--- config.mk ---
export PLATFORM = sky130hd
export DESIGN_NAME = rwwa_div
export DESIGN_NICKNAME = d
export VERILOG_FILES = /design/src/hw/rtl/rwwa_pkg.sv /design/src/hw/rtl/rwwa_div.sv
export SDC_FILE = /design/constraint.sdc
export NUM_CORES = 1
export LEC_CHECK = 0
export ABC_AREA = 1
export BUFFER_PORTS_ARGS = -buffer_cell sky130_fd_sc_hd__buf_4
export CORE_MARGIN = 1.5
export CORE_UTILIZATION = 35
export CTS_CLUSTER_SIZE = 40
export DETAILED_ROUTE_END_ITERATION = 10
export GPL_ROUTABILITY_DRIVEN = 0
export GPL_TIMING_DRIVEN = 0
export PLACE_DENSITY_LB_ADDON = 0.08
export SLEW_MARGIN = 0
export SYNTH_ARGS = -nofsm -noshare
export SYNTH_HDL_FRONTEND = slang
export SYNTH_SLANG_ARGS = --single-unit
--- constraint.sdc ---
create_clock -name clk -period 1.6 [get_ports clk]
set_input_delay 0.16 -clock clk [delete_from_list [all_inputs] [get_ports clk]]
set_output_delay 0.16 -clock clk [all_outputs]
set_load 0.01 [all_outputs]
--- src/hw/rtl/rwwa_pkg.sv ---
// Package: shared types and constants of the range weighted window average.
`default_nettype none
package rwwa_pkg;

  // Configuration port
  localparam int CFG_IDX_W  = 2;
  localparam int CFG_DATA_W = 9;

  localparam logic [CFG_IDX_W-1:0] REG_IMAGE_WIDTH   = 2'd0;
  localparam logic [CFG_IDX_W-1:0] REG_IMAGE_HEIGHT  = 2'd1;
  localparam logic [CFG_IDX_W-1:0] REG_WINDOW_RADIUS = 2'd2;
  localparam logic [CFG_IDX_W-1:0] REG_RANGE_LIMIT   = 2'd3;

  // Field widths
  localparam int SIZE_W   = 9;
  localparam int RADIUS_W = 3;
  localparam int PIX_W    = 8;
  localparam int COORD_W  = 8;

  // Register reset values
  localparam logic [SIZE_W-1:0]   RST_IMAGE_WIDTH   = 9'd256;
  localparam logic [SIZE_W-1:0]   RST_IMAGE_HEIGHT  = 9'd256;
  localparam logic [RADIUS_W-1:0] RST_WINDOW_RADIUS = 3'd1;
  localparam logic [PIX_W-1:0]    RST_RANGE_LIMIT   = 8'd15;

  // Command codes
  localparam logic CMD_STORE   = 1'b0;
  localparam logic CMD_COMPUTE = 1'b1;

  // Sequencer states
  typedef enum logic [13:0] {
    ST_IDLE  = 14'b00000000000001,
    ST_XGO   = 14'b00000000000010,
    ST_XWAIT = 14'b00000000000100,
    ST_YGO   = 14'b00000000001000,
    ST_YWAIT = 14'b00000000010000,
    ST_WRITE = 14'b00000000100000,
    ST_CRD   = 14'b00000001000000,
    ST_CWAIT = 14'b00000010000000,
    ST_BACK  = 14'b00000100000000,
    ST_SCAN  = 14'b00001000000000,
    ST_DRAIN = 14'b00010000000000,
    ST_DGO   = 14'b00100000000000,
    ST_DWAIT = 14'b01000000000000,
    ST_OUT   = 14'b10000000000000
  } state_t;

endpackage
`default_nettype wire

--- src/hw/rtl/rwwa_div.sv ---
// Restoring radix-2 divider: one quotient bit per cycle.
`default_nettype none
module rwwa_div import rwwa_pkg::*; #(
  parameter int N = 16,
  parameter int M = 10
) (
  input  wire logic         clk,
  input  wire logic         rst_n,
  input  wire logic         start,
  input  wire logic [N-1:0] dividend,
  input  wire logic [M-1:0] divisor,
  output logic              done,
  output logic [N-1:0]      quotient,
  output logic [M-1:0]      remainder
);

  localparam int CNT_W = $clog2(N + 1);

  logic             busy_r;
  logic             done_r;
  logic [CNT_W-1:0] cnt_r;
  logic [N-1:0]     quo_r;
  logic [M-1:0]     rem_r;
  logic [M-1:0]     div_r;
  logic [M:0]       trial;
  logic [M:0]       diff;
  logic             ge;

  // Shift in the next dividend bit and test against the divisor
  always_comb begin
    trial = {rem_r, quo_r[N-1]};
    diff  = trial - {1'b0, div_r};
    ge    = (trial >= {1'b0, div_r});
  end

  // Control: count N steps, pulse done at the end
  always_ff @(posedge clk) begin
    if (!rst_n) begin
      busy_r <= 1'b0;
      done_r <= 1'b0;
      cnt_r  <= '0;
    end else begin
      done_r <= 1'b0;
      if (start) begin
        busy_r <= 1'b1;
        cnt_r  <= '0;
      end else if (busy_r) begin
        cnt_r <= cnt_r + 1'b1;
        if (cnt_r == CNT_W'(N - 1)) begin
          busy_r <= 1'b0;
          done_r <= 1'b1;
        end
      end
    end
  end

  // Datapath
  always_ff @(posedge clk) begin
    if (start) begin
      quo_r <= dividend;
      rem_r <= '0;
      div_r <= divisor;
    end else if (busy_r) begin
      quo_r <= {quo_r[N-2:0], ge};
      rem_r <= ge ? diff[M-1:0] : trial[M-1:0];
    end
  end

  assign done      = done_r;
  assign quotient  = quo_r;
  assign remainder = rem_r;

endmodule
`default_nettype wire

==> flow_summary_export.csv, run 1 <==
group,metric,value,unit
worst_setup_path,worstPathMaxFanout,3,
synthesis,ys_seq_area_share,45.03,%
placement,port_buffers,55,
global_routing,grt.total_usage,17.30,%
synthesis,netlist_area,0.002490,mm²
power_and_ir_drop,switching_share,26.38,%
clocking,htreeDepth,2,
sta,setup_viol,11,
synthesis,yosys_most_used_dff,"edfxtp_1",
power_and_ir_drop,power_frac_seq,43.8,%
sta,final_hold_viol_count,0,
worst_setup_path,crit_type,"register to register",
route,viasPerCell,4.544,
placement,place_area,0.003108,mm²
sta,layout_setup_ws,-118.0,ps
synthesis,yosys_warnings,0,
clocking,cts_tree,"built",
sta,maxSlewHeadroom,68.22,%
floorplanning,die_w,87.35,µm
global_routing,grt_pass1_wl,10250,µm
power_and_ir_drop,leakagePower,0.001765,µW
clocking,ctsLongestPathBuffers,2,
placement,dp_hpwl,4087,µm
power_and_ir_drop,switchingPower,786.6,µW
final_layout,antennaDiodeCount,0,
sta,skew,6.163,ps
worst_setup_path,cp.required,1810,ps
floorplanning,rows,30,
power_and_ir_drop,pwr-share-comb,21.4,%
synthesis,ys_types,36,
sta,period_needed,1718,ps
route,drc,0,
synthesis,synth_fp_nets,344,
floorplanning,die_h,87.35,µm
sta,worst_pin_slew,476.7,ps
floorplanning,io_pins,56,
route,via_count,2190,
clocking,cts.sinks,43,
worst_hold_path,min_path_type,"input port to register",
sta,fin_crit_sh,107.4,%
outcome,status,"complete, but fails checks",
outcome,violations,"setup timing",
synthesis,synthCells,302,
floorplanning,start_util,36.45,%
sta,rsz0062_at_grt,"yes",
worst_setup_path,critPathLaunchType,"register",
final_layout,area_growth,47.99,%
floorplanning,core,0.006832,mm²
route,wire_per_inst,12.90,µm
route,drtIter0Drc,53,
clocking,ctsRootBufferMaster,"clkbuf_8",
final_layout,regArea,0.001126,mm²
flow_run,maxCapViolations,0,
global_routing,antenna_found_initial,0,
final_layout,fillerInstances,672,
sta,whs,25.33,ps
clocking,cts_hold_buffers,0,
global_routing,first_global_vias,2255,
global_routing,grt_max_degree,14,
synthesis,yosys_register_bits,43,
synthesis,syn_area_per_cell,8.245,µm²
power_and_ir_drop,power.internal,2195,µW
final_layout,multi_input_area,0.001451,mm²
route,dr.pass1.iters,4,
sta,fmax,0.5821,GHz
clocking,clk_latency,300,ps
final_layout,drive_gt1_share,44.30,%
clocking,cts.clk_slew.worst_paths,90,ps
final_layout,layout.nets,427,
sta,slew_violations,0,
synthesis,synth-edff-count,26,
global_routing,overflow,0,
power_and_ir_drop,power_density,809.3,mW/mm²
final_layout,fin_area,0.003685,mm²
power_and_ir_drop,vdd_ir_drop_max,433.9,µV
floorplanning,dieArea,0.007629,mm²
worst_setup_path,critPathArrivalTime,1930,ps
clocking,cts-buffers-inserted,5,
worst_setup_path,end_kind,"register",
synthesis,async_flop_share,0,%
power_and_ir_drop,clkPwrFrac,34.8,%
power_and_ir_drop,finalPower,2982,µW
route,final_antenna_net_count,0,
route,drt_wl_total,6217,µm
## area by class of cell
class,instances,area share (%)
multi-input cells,210,39.39
flip-flops and latches,43,30.56
plain buffers,7,1.935
inverters,43,4.618
well taps,96,3.260
clock inverters,2,1.630
repair inverters,1,0.2037
repair buffers,74,16.43
clock buffers,6,1.969
## routing by layer
layer  GRT usage (%)  vias to the layer above  routed length [µm]
met5               0                        -                   0
met1           21.30                     1004                2786
met4           4.329                        0                  59
li1                -                     1136                   -
met2           30.42                       45                3047
met3           3.981                        5                 323
## power groups by stage
stage / Sequential, µW / Clock [µW] / Combinational, µW
final: 1310 / 1040 / 637
after global routing: 1320 / 1090 / 705
after CTS: 1310 / 1060 / 588
after detailed placement: 1330 / 0 / 505
after global placement: 1330 / 0 / 503
after floorplan: 1340 / 0 / 287
## synth_stat cells (3+ instances only)
cell | number | share of area (%)
nor2_2 | 4 | 1.0
edfxtp_1 | 26 | 31
nand3_2 | 9 | 3.6
nor3_1 | 6 | 1.2
inv_1 | 42 | 6.3
a21oi_1 | 5 | 1.0
dfxtp_1 | 17 | 14
nor2_1 | 13 | 2.0
ha_1 | 12 | 6.0
o21ai_2 | 4 | 1.4
nand3_1 | 15 | 3.0
nand2_1 | 115 | 17
nand2_2 | 3 | 0.75
## through the flow
stage / cells / setup slack, ps / utilization, % / TNS, ps
final: 482 / -118.0 / 53.94 / -978.7
after CTS: 477 / -140.0 / 51.41 / -1074
after floorplan: 302 / -114.3 / - / -227.3
after global placement: 453 / -436.7 / 45.49 / -10290
after global routing: 482 / -254.7 / 53.94 / -2171
after detailed placement: 453 / -403.9 / 45.49 / -9826
## cell usage in the layout, fill, tap and decap left out, drive strengths merged
cell type,synthesis,routed
nor3,7,7
clkinvlp,0,2
nand2,120,121
a211oi,1,1
clkbuf,2,9
fa,1,1
nand4,2,2
ha,12,12
xnor2,1,1
nor2,17,17
nand3b,5,5
dfxtp,17,17
clkinv,1,1
o21ai,6,6
inv,42,41
a31oi,2,2
xor2,2,2
nand3,24,24
bufinv,0,2
edfxtp,26,26
or2,1,1
and3,1,1
a21oi,7,7
buf,5,78
## path summary, 6_finish.rpt
check	start	end	cells after the start	slack, ps
worst max-delay path	quotient[15]$_DFFE_PP_	remainder[4]$_SDFFE_PP0P_	11	-120
worst min-delay path	divisor[0]	div_r[0]$_DFFE_PP_	1	30
worst max register to register	quotient[15]$_DFFE_PP_	remainder[4]$_SDFFE_PP0P_	11	-120
worst min register to register	cnt_r[4]$_SDFFE_PP0P_	cnt_r[4]$_SDFFE_PP0P_	2	490
## logic make-up (layout without fill, tap and decap cells)
group	count (synthesis)	count (layout)	synth area share [%]
adders and majority gates	13	13	6.834
and+or+nand+nor	177	178	33.77
AOI/OAI and AO/OA	16	16	4.321
buffers and inverters	50	133	8.994
DFF	43	43	45.03
xor gates and xnor gates	3	3	1.055
## sequential cells by signal (all words and copies together) (netlist names)
signal and cells:
busy_r 1, remainder 10, done 1, quotient 16, div_r 10, cnt_r 5
## timing repair
action,in CTS,in global routing
resized for setup,33,29
setup endpoints to repair,28,28
pin swaps,3,18
buffers inserted,14,4
cloned,2,1
## worst max-delay path, stage by stage, from the launching register on
cell	delay, ps
edfxtp_1	420
inv_2	100
ha_4	130
inv_4	30
fa_2	380
inv_2	70
nor2_2	30
nor2_2	130
xor2_1	150
nand2_1	70
nand3_2	60
o21ai_2	50
Power figures use the tool's default switching activity.
==> run 2: changes to the inputs <==
SETUP_SLACK_MARGIN = 0.02   (was default)
==> run 2 against run 1 <==
  * The flow still finishes with violations (setup timing)
  * Sequential power is essentially flat
  * Register-to-register slack lost 30 ps
  * Clock power shrank 35%
  * Highest routed layer unchanged
  * Design area shrank 0.65%
  * Critical path depth is the same
==> flow_summary_export.csv, run 2 (same netlist as run 1, synthesis figures left out) <==
group,metric,value,unit
outcome,status,"complete, but fails checks",
outcome,violations,"setup timing",
sta,period_needed,1745,ps
sta,rsz0062_at_grt,"yes",
placement,dp_cells,453,
route,drtIter0Drc,42,
worst_setup_path,cp_slowest_cell,"edfxtp_1",
worst_hold_path,worstHoldStart,"divisor[1]",
global_routing,grt.total_usage,17.51,%
floorplanning,start_util,36.45,%
worst_setup_path,end_kind,"register",
global_routing,first_global_vias,2212,
worst_setup_path,startpoint,"quotient[15]$_DFFE_PP_",
clocking,clk_latency,300,ps
power_and_ir_drop,leakagePower,0.001756,µW
sta,fmax,0.5730,GHz
sta,fin_crit_sh,109.1,%
final_layout,layout.nets,430,
floorplanning,rows,30,
worst_setup_path,worstReg2RegStart,"quotient[15]$_DFFE_PP_",
clocking,htreeDepth,2,
sta,skew,8.949,ps
worst_setup_path,critPathLaunchType,"register",
clocking,cts.sinks,43,
final_layout,fin_area,0.003661,mm²
global_routing,overflow,0,
sta,setup_viol,11,
final_layout,area_growth,47.04,%
route,drt_wl_total,6341,µm
sta,maxSlewHeadroom,68.65,%
worst_setup_path,worstPathMaxFanout,3,
floorplanning,dieArea,0.007629,mm²
final_layout,fillerInstances,669,
placement,port_buffers,55,
power_and_ir_drop,power_density,720.1,mW/mm²
global_routing,grt_max_degree,14,
final_layout,layout_commonest_cell,"nand2_1",
worst_setup_path,cp.required,1800,ps
route,dr.pass1.iters,4,
floorplanning,die_h,87.35,µm
sta,final_hold_viol_count,0,
worst_setup_path,critPathArrivalTime,1940,ps
placement,place_area,0.003115,mm²
global_routing,antenna_found_initial,0,
final_layout,layout_common_cells,"101 x nand2_1, 70 x buf_4, 29 x inv_1",
floorplanning,die_w,87.35,µm
flow_run,maxCapViolations,0,
worst_setup_path,cp_slowest_stage_delay,400,ps
sta,worst_pin_slew,470.2,ps
placement,dp_hpwl,4098,µm
global_routing,grt_pass1_wl,10320,µm
floorplanning,core,0.006832,mm²
sta,layout_setup_ws,-145.3,ps
clocking,cts-buffers-inserted,5,
power_and_ir_drop,vdd_ir_drop_max,308.9,µV
clocking,cts.clk_slew.worst_paths,90,ps
clocking,cts_hold_buffers,0,
route,drc,0,
floorplanning,io_pins,56,
route,viasPerCell,4.555,
route,wire_per_inst,13.07,µm
route,final_antenna_net_count,0,
worst_setup_path,cp_cell_sequence,"inv_2 -> ha_4 -> inv_4 -> fa_2 -> inv_2 -> nor2_2 -> nor2_2 -> xor2_1 -> nand2_1 -> nand3_2 -> o21ai_2",
worst_setup_path,crit_type,"register to register",
final_layout,stdcell_count,485,
clocking,ctsRootBufferMaster,"clkbuf_8",
sta,whs,28.86,ps
final_layout,largest_reg_flops,16,
final_layout,drive_gt1_share,44.47,%
sta,setup_tns,-1243,ps
clocking,ctsLongestPathBuffers,2,
sta,slew_violations,0,
worst_hold_path,min_path_type,"input port to register",
final_layout,antennaDiodeCount,0,
route,via_count,2209,
clocking,cts_tree,"built",
## run 2: layout make-up
cell class / count / area, µm² / area share, %
Clock buffer: 6 / 72.57 / 1.982
Tap cell: 96 / 120.1 / 3.281
Timing Repair Buffer: 77 / 654.4 / 17.87
Timing Repair inverter: 1 / 7.507 / 0.2051
Buffer: 7 / 71.32 / 1.948
Clock inverter: 2 / 8.758 / 0.2392
Multi-Input combinational cell: 210 / 1430 / 39.06
Sequential cell: 43 / 1129 / 30.83
Inverter: 43 / 167.7 / 4.580
## run 2: worst max-delay path, delay by kind of cell (launching register included)
family	cells	cell delay, ps
compound gates	1	40
xor+xnor	1	150
fa+ha+maj	2	530
buf+inv	3	210
flops	1	400
simple gates	4	310
## run 2: final timing paths
check                                            endpoint  slack [ps]  cells after the start
worst max-delay path            remainder[4]$_SDFFE_PP0P_        -150                     11
worst min-delay path                   div_r[1]$_DFFE_PP_          30                      1
worst max register to register  remainder[4]$_SDFFE_PP0P_        -150                     11
worst min register to register      cnt_r[4]$_SDFFE_PP0P_         490                      2
## run 2: stage by stage
stage	worst slack (ps)	util (%)	power (µW)
5_1_grt	-245.9	53.59	2785
6_report	-145.3	53.59	2636
3_5_place_dp	-504.9	45.60	1835
2_1_floorplan	-114.3	-	1632
3_3_place_gp	-504.8	45.60	1832
4_1_cts	-141.1	52.20	2628
## run 2: metal layers
layer | vias up | part of all wire, % | routed length [µm] | track usage, %
met5 | - | 0 | 0 | 0
met4 | 0 | 1.5 | 95 | 5.483
met3 | 8 | 5.1 | 326 | 4.455
met2 | 53 | 49 | 3098 | 29.86
met1 | 1012 | 44 | 2820 | 21.60
li1 | 1136 | - | - | -
## run 2: repair_timing
action | in CTS | in global routing
setup endpoints to repair | 28 | 28
buffers inserted | 17 | 3
cloned | 4 | 0
resized for setup | 40 | 21
pin swaps | 20 | 20
## run 2: power by group
part / internal (µW) / leakage [µW] / switching [µW]
Sequential: 1260 / 0.000403 / 45.5
Clock: 301 / 0.0000426 / 380
Combinational: 317 / 0.00131 / 332
Total: 1880 / 0.00176 / 757
